**src/pip_pkg.sv**
```systemverilog
// Shared constants, types and codes for the point-in-polygon classifier.
`timescale 1ns / 1ps
package pip_pkg;

  localparam int COORD_W   = 32;
  localparam int VTX_DEPTH = 256;
  localparam int VTX_AW    = $clog2(VTX_DEPTH);
  localparam int CNT_W     = VTX_AW + 1;
  localparam int THR_W     = 31;
  localparam int MAG_W     = COORD_W;
  localparam int PROD_W    = 2 * MAG_W;
  localparam int DIV_STEPS = MAG_W;
  localparam int CFG_DW    = 32;
  localparam int CFG_AW    = 3;

  localparam logic OP_LOAD  = 1'b0;
  localparam logic OP_QUERY = 1'b1;

  localparam logic REG_VCOUNT = 1'b0;
  localparam logic REG_THRESH = 1'b1;

  typedef enum logic [1:0] {
    STATUS_OUTSIDE = 2'd0,
    STATUS_INSIDE  = 2'd1,
    STATUS_EDGE    = 2'd2
  } status_t;

  typedef enum logic [1:0] {
    ST_IDLE,
    ST_RUN,
    ST_DRAIN,
    ST_HOLD
  } state_t;

  // One polygon edge together with the query point.
  typedef struct packed {
    logic                      vld;
    logic                      last;
    logic signed [COORD_W-1:0] x1;
    logic signed [COORD_W-1:0] y1;
    logic signed [COORD_W-1:0] x2;
    logic signed [COORD_W-1:0] y2;
    logic signed [COORD_W-1:0] xx;
    logic signed [COORD_W-1:0] yy;
  } edge_t;

  // Beat handed from cell to cell along the divider chain.
  typedef struct packed {
    logic                      vld;
    logic                      last;
    logic                      hit;
    logic                      inc;
    logic                      div;
    logic                      neg;
    logic signed [COORD_W-1:0] x1;
    logic signed [COORD_W-1:0] xx;
    logic [MAG_W-1:0]          rem;
    logic [MAG_W-1:0]          dvd;
    logic [MAG_W-1:0]          dsr;
    logic [MAG_W-1:0]          quo;
  } div_beat_t;

endpackage

```
**src/pip_div_cell.sv**
```systemverilog
// One restoring-division step; cells are chained to form the quotient.
`timescale 1ns / 1ps
module pip_div_cell import pip_pkg::*; (
  input  logic      clk,
  input  logic      rst_n,
  input  div_beat_t beat_in,
  output div_beat_t beat_r
);

  logic [MAG_W:0] trial, diff;
  logic           ge;
  div_beat_t      beat_nxt;

  assign trial = {beat_in.rem, beat_in.dvd[MAG_W-1]};
  assign diff  = trial - {1'b0, beat_in.dsr};
  assign ge    = trial >= {1'b0, beat_in.dsr};

  always_comb begin
    beat_nxt     = beat_in;
    beat_nxt.rem = ge ? diff[MAG_W-1:0] : trial[MAG_W-1:0];
    beat_nxt.dvd = {beat_in.dvd[MAG_W-2:0], 1'b0};
    beat_nxt.quo = {beat_in.quo[MAG_W-2:0], ge};
  end

  always_ff @(posedge clk) begin
    if (!rst_n) begin
      beat_r.vld <= 1'b0;
    end else begin
      beat_r.vld <= beat_in.vld;
    end
  end

  always_ff @(posedge clk) begin
    beat_r.last <= beat_nxt.last;
    beat_r.hit  <= beat_nxt.hit;
    beat_r.inc  <= beat_nxt.inc;
    beat_r.div  <= beat_nxt.div;
    beat_r.neg  <= beat_nxt.neg;
    beat_r.x1   <= beat_nxt.x1;
    beat_r.xx   <= beat_nxt.xx;
    beat_r.rem  <= beat_nxt.rem;
    beat_r.dvd  <= beat_nxt.dvd;
    beat_r.dsr  <= beat_nxt.dsr;
    beat_r.quo  <= beat_nxt.quo;
  end

endmodule

```
**config.mk**
```make
export PLATFORM = sky130hd
export DESIGN_NAME = pip_div_cell
export DESIGN_NICKNAME = d
export VERILOG_FILES = /design/src/pip_pkg.sv /design/src/pip_div_cell.sv
export SDC_FILE = /design/constraint.sdc
export NUM_CORES = 1
export LEC_CHECK = 0
export BUFFER_PORTS_ARGS = -buffer_cell sky130_fd_sc_hd__buf_2
export CAP_MARGIN = 20
export CORE_AREA = 3 3 153 155
export CTS_CLUSTER_DIAMETER = 120
export DETAILED_ROUTE_END_ITERATION = 8
export DIE_AREA = 0 0 156 158
export PLACE_DENSITY_LB_ADDON = 0.08
export SYNTH_ARGS = -nofsm -noshare
export SYNTH_HDL_FRONTEND = slang
export SYNTH_SLANG_ARGS = --single-unit
```
**constraint.sdc**
```tcl
create_clock -name clk -period 4.2 [get_ports clk]
set_input_delay 0.21 -clock clk [delete_from_list [all_inputs] [get_ports clk]]
set_output_delay 0.21 -clock clk [all_outputs]
set_load 0.005 [all_outputs]
```
==> summary.txt <==
Routing
  • WL/cell: 17.03 um
  • Post-DRT Antenna Nets: 0
  • Vias: 5922
  • DR vias/cell: 4.203
  • Drt first pass iters: 4
  • Initial DRC count: 236
  • Routed wire length: 23.99 mm
  • Drc violations: 0

Yosys
  • Synth Flop Type: dfxtp_1
  • Post-Synth Simple-Gate Area: 0.07644
  • Synth Register Bits: 197
  • Syn_area_per_cell: 11.32 sq um
  • Mux cell area share after synthesis: 0.01987
  • Synth Area in Adders: 0.06813
  • Complex-gate fraction of the synthesized area: 0.1186
  • Synthesized area: 0.006171 sq mm
  • Post-synthesis async set-or-reset flop share: 0
  • Synth Area in XOR/XNOR: 0.03832
  • Net Count, Synth: 778
  • Post-synthesis sequential area ratio: 0.6391
  • Library cells used by synthesis: 49
  • Syn. warnings: 0
  • Combinational family with the most area after synthesis: compound AO/OA/AOI/OAI gates
  • Post-Syn Instances: 545
  • Post-synth EDFFs: 0

Worst setup path
  • Crit path cell chain: dlygate4sd3_1, buf_2, inv_1, ha_1, nand4_1, or4_1, a21oi_1, nor3_1, a211oi_2, o21ai_2, o31ai_4, buf_4, mux2_2
  • Crit Path Class: in -> reg
  • Slowest stage cell on the critical path: dlygate4sd3_1
  • Critical path arrival: 3.92 ns
  • Crit-path max FO: 13
  • Critical Path Max Stage Delay: 0.58 ns
  • Worst setup EP type: flip-flop
  • Nature of the critical path startpoint: input port
  • Req. time, crit path: 4.51 ns

Clock tree
  • Clk Tree Root Cell: clkbuf_16
  • Worst-case clock buffer depth: 2
  • CTS tree: yes
  • Clock sink count: 197
  • H-tree levels: 4
  • CTS resizes: 0
  • Postcts setup bufs: 0
  • Clock-pin slew on the worst setup and hold paths: 0.08 ns
  • Clock buffer count from CTS: 17
  • CTS Hold Bufs: 169

STA
  • Slew margin rel.: 0.6007
  • Final hold vios: 0
  • Max Clock Freq: 277.2 MHz
  • RSZ-0062 raised after global routing: false
  • Setup TNS: 0 ns
  • Slew Limit Fails: 0
  • # setup viols final: 0
  • Min Clock Period, post-route: 3.607 ns
  • Final period utilization: 0.8588
  • Slew @ Worst Pin: 0.5927 ns

GRT
  • Vias in the first global route: 6069
  • Grt met1 use: 0.2035
  • Maximum number of pins on one net before global-route repair: 31
  • GR Layer Usage met2: 0.3303
  • Initial antenna violation count: 3
  • Gr usage total: 0.1838
  • Met3 usage: 0.05987
  • Global route total overflow: 0
  • First-pass GRT wire length: 34.56 mm
  • GR peak layer: met2

Run
  • Maxcap violations: 0

Finish
  • Fillers: 2092
  • Fraction of layout cells with a size suffix above 1: 0.3911
  • Register area: 0.003944 sq mm
  • Top Registers: beat_r x197
  • Area delta synth->final: 74.39%
  • Max reg flops: 197
  • Nets: 1345
  • Fin cells: 1409
  • Finished Cell Area: 0.01076 sq mm
  • Multi-input logic area: 0.001987 sq mm
  • Largest Register: beat_r

Power
  • Pwr/cell area: 423.7 mW/mm^2
  • Net Sw Power: 1280 uW
  • Part of the power in registers: 0.450
  • Cell-internal power: 3280 uW
  • Logic pwr share: 0.175
  • Clock share of power: 0.375
  • Switching share of power: 0.2807
  • VDD IR max: 0.2336 mV
  • Total power: 4560 uW
  • Leakage power figure: 0.005284 uW

Min path
  • Min-Delay Path Class: in -> reg

Place
  • GPL Wtd Cong: 0.8137
  • Dpl hpwl: 18.27 mm
  • Post-DP Area: 0.008436 sq mm
  • Placed Cells: 1204
  • IO Port Bufs: 395

Die
  • Full die area: 0.02465 sq mm
  • Row cnt: 54
  • Core area: 0.02196 sq mm
  • Die Width: 156 um
  • Die H: 158 um
  • Ports: 398
  • Starting Density: 0.2810

Status
  • Status: finished, final reports clean
-- worst max-delay path, delay by kind of cell --
kind / cells / cell delay, ns
adders and majority gates: 1 / 0.39
buffers and inverters: 4 / 1.07
and+or+nand+nor: 3 / 0.82
AOI/OAI and AO/OA: 4 / 1.08
muxes: 1 / 0.35
-- final cells by class --
class	instances	share of cell area
multi-input cells	291	0.1846
well taps	280	0.03255
inverters	38	0.01325
clock buffers	18	0.04081
flip-flops and latches	197	0.3665
clock inverters	14	0.01721
repair buffers	567	0.3441
diodes	4	0.0009301
-- path summary, 6_finish.rpt --
check                         from  cells after the start          end
worst max-delay path   beat_in[48]                     13   beat_r[99]
worst min-delay path  beat_in[123]                      3  beat_r[124]
-- power groups by stage --
stage | logic (uW) | registers [uW] | clock network [uW]
after floorplan | 297 | 2120 | 0
after global placement | 675 | 2090 | 0
after detailed placement | 676 | 2090 | 0
after CTS | 811 | 2050 | 1760
after global routing | 882 | 2070 | 1840
final | 799 | 2050 | 1710
-- synthesized netlist by cell type (12+ instances only) --
master,number,area share
dfxtp_1,197,0.64
nor2_1,35,0.021
o21ai_0,16,0.013
nand2_1,26,0.016
xor2_1,12,0.017
xnor2_1,15,0.021
ha_1,32,0.065
a21o_1,12,0.015
a21oi_1,56,0.045
inv_1,38,0.023
-- cell families (layout without fill, tap and decap cells) --
kind of cell,count (synthesis),count (layout)
DFF,197,197
AOI/OAI and AO/OA,119,119
and+or+nand+nor,100,100
buffers and inverters,57,637
adders and majority gates,33,33
xor gates and xnor gates,27,27
muxes,11,11
other,1,5
-- metrics by stage --
step                      hold WS (ns)  worst slack (ns)    util
final                          0.02769            0.5931  0.4901
after floorplan                 0.2377             1.353       -
after global routing          0.009550            0.2822  0.4900
after CTS                     0.003125            0.5191  0.4896
after detailed placement        0.3136            0.6851  0.3842
after global placement          0.3125            0.7083  0.3842
-- layer usage --
layer  part of all wire  up-vias
met3              0.074       28
met1               0.39     2679
met2               0.51      229
li1                   -     2986
met5                  0        -
met4              0.025        0
-- placed cells by master (no fill, tap or decap), drive strengths merged, types with 4 or more instances in the layout --
cell,netlist,layout
mux2,10,10
clkbuf,7,18
dlygate4sd3,0,169
inv,38,47
o21ai,18,18
a21o,12,12
a21oi,56,56
a211oi,4,4
nand2,26,26
nor2,35,35
xnor2,15,15
nor4,4,4
o21a,6,6
o211ai,4,4
a31oi,5,5
buf,12,398
nand3,8,8
xor2,12,12
diode,0,4
dfxtp,197,197
ha,32,32
clkinv,0,5
nand4,8,8
(Power assumes the default switching activity.)
