--- src/pip_pkg.sv ---
// Shared constants, types and codes for the point-in-polygon classifier.
`timescale 1ns / 1ps
package pip_pkg;

  localparam int COORD_W   = 32;
  localparam int VTX_DEPTH = 256;
  localparam int VTX_AW    = $clog2(VTX_DEPTH);
  localparam int CNT_W     = VTX_AW + 1;
  localparam int THR_W     = 31;
  localparam int MAG_W     = COORD_W;
  localparam int PROD_W    = 2 * MAG_W;
  localparam int DIV_STEPS = MAG_W;
  localparam int CFG_DW    = 32;
  localparam int CFG_AW    = 3;

  localparam logic OP_LOAD  = 1'b0;
  localparam logic OP_QUERY = 1'b1;

  localparam logic REG_VCOUNT = 1'b0;
  localparam logic REG_THRESH = 1'b1;

  typedef enum logic [1:0] {
    STATUS_OUTSIDE = 2'd0,
    STATUS_INSIDE  = 2'd1,
    STATUS_EDGE    = 2'd2
  } status_t;

  typedef enum logic [1:0] {
    ST_IDLE,
    ST_RUN,
    ST_DRAIN,
    ST_HOLD
  } state_t;

  // One polygon edge together with the query point.
  typedef struct packed {
    logic                      vld;
    logic                      last;
    logic signed [COORD_W-1:0] x1;
    logic signed [COORD_W-1:0] y1;
    logic signed [COORD_W-1:0] x2;
    logic signed [COORD_W-1:0] y2;
    logic signed [COORD_W-1:0] xx;
    logic signed [COORD_W-1:0] yy;
  } edge_t;

  // Beat handed from cell to cell along the divider chain.
  typedef struct packed {
    logic                      vld;
    logic                      last;
    logic                      hit;
    logic                      inc;
    logic                      div;
    logic                      neg;
    logic signed [COORD_W-1:0] x1;
    logic signed [COORD_W-1:0] xx;
    logic [MAG_W-1:0]          rem;
    logic [MAG_W-1:0]          dvd;
    logic [MAG_W-1:0]          dsr;
    logic [MAG_W-1:0]          quo;
  } div_beat_t;

endpackage

--- src/pip_edge_front.sv ---
// Edge classification and magnitude product ahead of the divider chain.
`timescale 1ns / 1ps
module pip_edge_front import pip_pkg::*; (
  input  logic      clk,
  input  logic      rst_n,
  input  edge_t     edge_in,
  output div_beat_t beat_r
);

  function automatic logic [MAG_W-1:0] mag_of(input logic signed [COORD_W:0] v);
    logic signed [COORD_W:0] t;
    t = v[COORD_W] ? -v : v;
    return t[MAG_W-1:0];
  endfunction

  logic signed [COORD_W:0] a_diff, b_diff, c_diff;
  logic above, below, skip, hit, inc, div;

  logic                      s1_vld_r, s1_last_r, s1_hit_r, s1_inc_r, s1_div_r, s1_neg_r;
  logic signed [COORD_W-1:0] s1_x1_r, s1_xx_r;
  logic [MAG_W-1:0]          s1_ma_r, s1_mb_r, s1_mc_r;
  logic [PROD_W-1:0]         prod;

  assign a_diff = {edge_in.yy[COORD_W-1], edge_in.yy} - {edge_in.y1[COORD_W-1], edge_in.y1};
  assign b_diff = {edge_in.x2[COORD_W-1], edge_in.x2} - {edge_in.x1[COORD_W-1], edge_in.x1};
  assign c_diff = {edge_in.y2[COORD_W-1], edge_in.y2} - {edge_in.y1[COORD_W-1], edge_in.y1};

  always_comb begin
    above = (edge_in.yy <= edge_in.y1) && (edge_in.yy < edge_in.y2);
    below = (edge_in.yy >= edge_in.y1) && (edge_in.yy > edge_in.y2);
    skip  = above || below;
    hit   = 1'b0;
    inc   = 1'b0;
    div   = 1'b0;
    if (!skip) begin
      if (edge_in.yy == edge_in.y2) begin
        if (edge_in.y1 == edge_in.y2) begin
          hit = !((edge_in.xx < edge_in.x1 && edge_in.xx < edge_in.x2) ||
                  (edge_in.xx > edge_in.x1 && edge_in.xx > edge_in.x2));
        end else if (edge_in.xx == edge_in.x2) begin
          hit = 1'b1;
        end else begin
          inc = edge_in.x2 > edge_in.xx;
        end
      end else begin
        // point lies strictly between the edge's y ends
        div = (edge_in.xx <= edge_in.x1) || (edge_in.xx <= edge_in.x2);
      end
    end
  end

  always_ff @(posedge clk) begin
    if (!rst_n) begin
      s1_vld_r <= 1'b0;
    end else begin
      s1_vld_r <= edge_in.vld;
    end
  end

  always_ff @(posedge clk) begin
    s1_last_r <= edge_in.last;
    s1_hit_r  <= hit;
    s1_inc_r  <= inc;
    s1_div_r  <= div;
    s1_neg_r  <= (b_diff != '0) && (a_diff[COORD_W] ^ b_diff[COORD_W] ^ c_diff[COORD_W]);
    s1_x1_r   <= edge_in.x1;
    s1_xx_r   <= edge_in.xx;
    s1_ma_r   <= mag_of(a_diff);
    s1_mb_r   <= mag_of(b_diff);
    s1_mc_r   <= mag_of(c_diff);
  end

  assign prod = s1_ma_r * s1_mb_r;

  always_ff @(posedge clk) begin
    if (!rst_n) begin
      beat_r.vld <= 1'b0;
    end else begin
      beat_r.vld <= s1_vld_r;
    end
  end

  always_ff @(posedge clk) begin
    beat_r.last <= s1_last_r;
    beat_r.hit  <= s1_hit_r;
    beat_r.inc  <= s1_inc_r;
    beat_r.div  <= s1_div_r;
    beat_r.neg  <= s1_neg_r;
    beat_r.x1   <= s1_x1_r;
    beat_r.xx   <= s1_xx_r;
    beat_r.rem  <= prod[PROD_W-1:MAG_W];
    beat_r.dvd  <= prod[MAG_W-1:0];
    beat_r.dsr  <= s1_mc_r;
    beat_r.quo  <= '0;
  end

endmodule

--- config.mk ---
export PLATFORM = sky130hd
export DESIGN_NAME = pip_edge_front
export DESIGN_NICKNAME = d
export VERILOG_FILES = /design/src/pip_pkg.sv /design/src/pip_edge_front.sv
export SDC_FILE = /design/constraint.sdc
export NUM_CORES = 2
export LEC_CHECK = 0
export ABC_AREA = 1
export ABC_CLOCK_PERIOD_IN_PS = 6700
export CAP_MARGIN = 10
export CORE_ASPECT_RATIO = 0.7
export CORE_MARGIN = 4
export CORE_UTILIZATION = 50
export CTS_CLUSTER_SIZE = 14
export DETAILED_ROUTE_END_ITERATION = 7
export DONT_BUFFER_PORTS = 1
export PLACE_DENSITY = 0.75
export SLEW_MARGIN = 5
export SYNTH_ARGS = -nofsm -noshare
export SYNTH_HDL_FRONTEND = slang
export SYNTH_SLANG_ARGS = --single-unit
--- constraint.sdc ---
create_clock -name clk -period 6.7 [get_ports clk]
set_clock_uncertainty 0.05 [all_clocks]
set_input_delay 0.67 -clock clk [delete_from_list [all_inputs] [get_ports clk]]
set_output_delay 0.67 -clock clk [all_outputs]
set_load 0.005 [all_outputs]
==> out/metrics.cfg <==
[critical_path]
path_buf_inv = 8
reg2reg_depth = 26
crit_top_cell = fa_1
cp-start-kind = flop
worst_path_max_delay_cell = fa_2
reg2reg_to = beat_r[105]
r2r_slack_ps = -250
path_max_fanout = 8
r2r_start = s1_mb_r[3]
critical_path_required_ps = 7140
critPathKind = reg -> reg
slowest_delay_ps = 650
cp_top_family = adder cells
arrival_ps = 7380
critPathCaptureType = flop

[yosys]
ys_ff_latch = 332
synth.top_cell.area_share_pct = 33.12
syn_inst = 7352
synth_top_cell_by_area = fa_1
synth_common_cells = nand2_1, inv_1, fa_1
synth_edf_count = 0
synth_warnings = 0
netlist_area_um2 = 54340
synth.avg_cell_area_um2 = 7.392
yosysMostFrequentCell = nand2_1
synthTopCellsByArea = fa_1, nand2_1, inv_1
ys_types = 46
ys_seq_area_share_pct = 12.23
synthFlopType = dfxtp_1
ys_async_sr_fraction_pct = 0

[global_routing]
grtUsageMet3_pct = 10.76
grt_pass1_wl_um = 269400
gr-max-usage-layer = met1
grt_max_degree = 31
grt.overflow.total = 0
antenna_found_initial = 7
grt_usage_pct = 30.11
met2_usage_pct = 43.21
grt_pass1_vias = 47450
use_met1_pct = 43.99

[sta]
fin_setup_tns_ps = -3244
hold_viol_final = 0
worst_slack_ps = -245.1
slew_headroom_pct = 33.80
rsz0062_at_grt = yes
finalSetupViolCount = 26
tightestPinTransition_ps = 984.0
period_minus_slack_ps = 6945
finalCritPeriodShare_pct = 103.7
final-max-slew-violation-count = 0
clock.fmax_ghz = 0.1440

[cts]
cts_tree = yes
cts_buffer_depth = 3
cts_root_buf = clkbuf_16
clkTransAtPathRegs_ps = 70
numClockSinks = 332
cts_made_buffers = 37
worstSkewPairLatency_ps = 600
cts.htree.levels = 2

[finish]
drive_gt1_share_pct = 13.94
area_delta_synth_final_pct = 15.55
final_nets = 9152

[drt]
firstDrtPassIters = 7
num_vias = 47540
vias_per_cell = 5.251
drc = 0
routedWlPerCell_um = 19.62
ant_nets = 0
drt_iter0_drc = 4742
drt_wl_total_um = 177700

[place]
io_buffers = 0
dp_slack_ps = -359.9
gp_congestion = 0.9996
dp_hpwl_um = 147900

[die]
start_util_pct = 50.74
die_x_um = 402.0
pin_count = 394
rows = 100
dieArea_um2 = 114100
coreArea_um2 = 107100
fp.dieH_um = 283.8

[hold_path]
hold_depth = 0
hp-start = edge_in[167]
holdPathEnd = s1_x1_r[7]
hp-class = in -> reg

[job]
maxCapViolations = 0

[run_status]
outcome = complete, but fails checks
violations = setup timing

## cell families after synthesis
| kind of cell | after synthesis | share of synthesized area, % |
|---|---|---|
| XOR/XNOR | 159 | 2.701 |
| AO/OA/AOI/OAI | 377 | 3.760 |
| AND/OR/NAND/NOR | 2810 | 21.30 |
| adder cells (fa/ha/maj) | 1358 | 43.68 |
| flip-flops | 332 | 12.23 |
| buffers and inverters | 2315 | 16.32 |
| other | 1 | 0.006900 |
## how the worst max path moves through the flow
stage	from	end	slack [ps]	cells after the start
after detailed placement	s1_mb_r[8]	beat_r[102]	-360	24
after floorplan	s1_mb_r[5]	beat_r[121]	210	26
final	s1_mb_r[3]	beat_r[105]	-250	26
after global placement	s1_ma_r[9]	beat_r[112]	-310	23
after global routing	s1_ma_r[20]	beat_r[121]	-380	28
after CTS	s1_ma_r[13]	beat_r[125]	-60	25
## area by class of cell
type	instances	area [µm²]
clock inverters	21	327.8
flip-flops and latches	332	6738
repair buffers	410	4305
clock buffers	43	978.4
inverters	2081	7819
multi-input cells	4736	40830
diodes	2	5.005
well taps	1428	1787
fillers	9320	44310
## worst reg2reg max path, cell delays in order (launching register included)
cell and delay (ps):
dfxtp_4 370, buf_8 150, nand2_4 60, inv_2 30, fa_1 560, inv_2 60, fa_1 540, fa_2 520
fa_1 560, inv_1 50, fa_1 480, fa_1 490, fa_2 650, inv_2 60, fa_1 500, inv_2 50
ha_4 330, nand2_4 100, nor2_4 160, buf_6 120, nand2_2 50, o211ai_1 220, a21oi_1 70, buf_4 160
nor3_2 120, nor2_1 80, xnor2_1 240
## cell usage in the layout (no fill, tap or decap), types with 53 or more instances in the layout
cell	instances
fa_2	91
fa_1	808
nand2_2	85
o21ai_0	62
dfxtp_1	293
ha_1	424
inv_1	1990
xor2_1	89
xnor2_1	53
nand4_1	63
a21oi_1	156
inv_2	87
nand2_1	2007
nor2_1	245
nand3_1	181
buf_12	64
buf_4	276
## layer usage
layer / up-vias / share of wire (%)
met5: - / 0.032
met4: 6 / 2.4
met3: 330 / 14
met2: 2718 / 41
met1: 22800 / 42
li1: 21680 / -
## registers in the layout (all words and copies together), names as in the netlist
| signal | flops |
|---|---|
| beat_r | 166 |
| s1_last_r | 1 |
| s1_div_r | 1 |
| s1_x1_r | 32 |
| s1_neg_r | 1 |
| s1_vld_r | 1 |
| s1_hit_r | 1 |
| s1_mb_r | 32 |
| s1_ma_r | 32 |
| s1_xx_r | 32 |
| s1_mc_r | 32 |
| s1_inc_r | 1 |
## per-stage QoR
step | hold slack, ps | cells | instance area (µm²) | utilization [%]
after floorplan | 259.6 | 7383 | 54460 | -
after detailed placement | 262.1 | 8942 | 58710 | 54.81
after global placement | 259.8 | 8942 | 58710 | 54.81
final | 57.64 | 9053 | 62790 | 58.63
after global routing | 29.17 | 9051 | 62790 | 58.62
after CTS | 26.67 | 9015 | 60980 | 56.94
## repair_timing
action                                  in CTS  in global routing
setup buffers                               15                 29
endpoints found under the setup margin      42                 44
resized for setup                          268                386
hold buffers                                 0                  0
pin swaps                                   76                124
cloned                                       1                  8
Power is not shown: default switching activity piles up to over one toggle a cycle in this logic, so the estimate is an artifact.
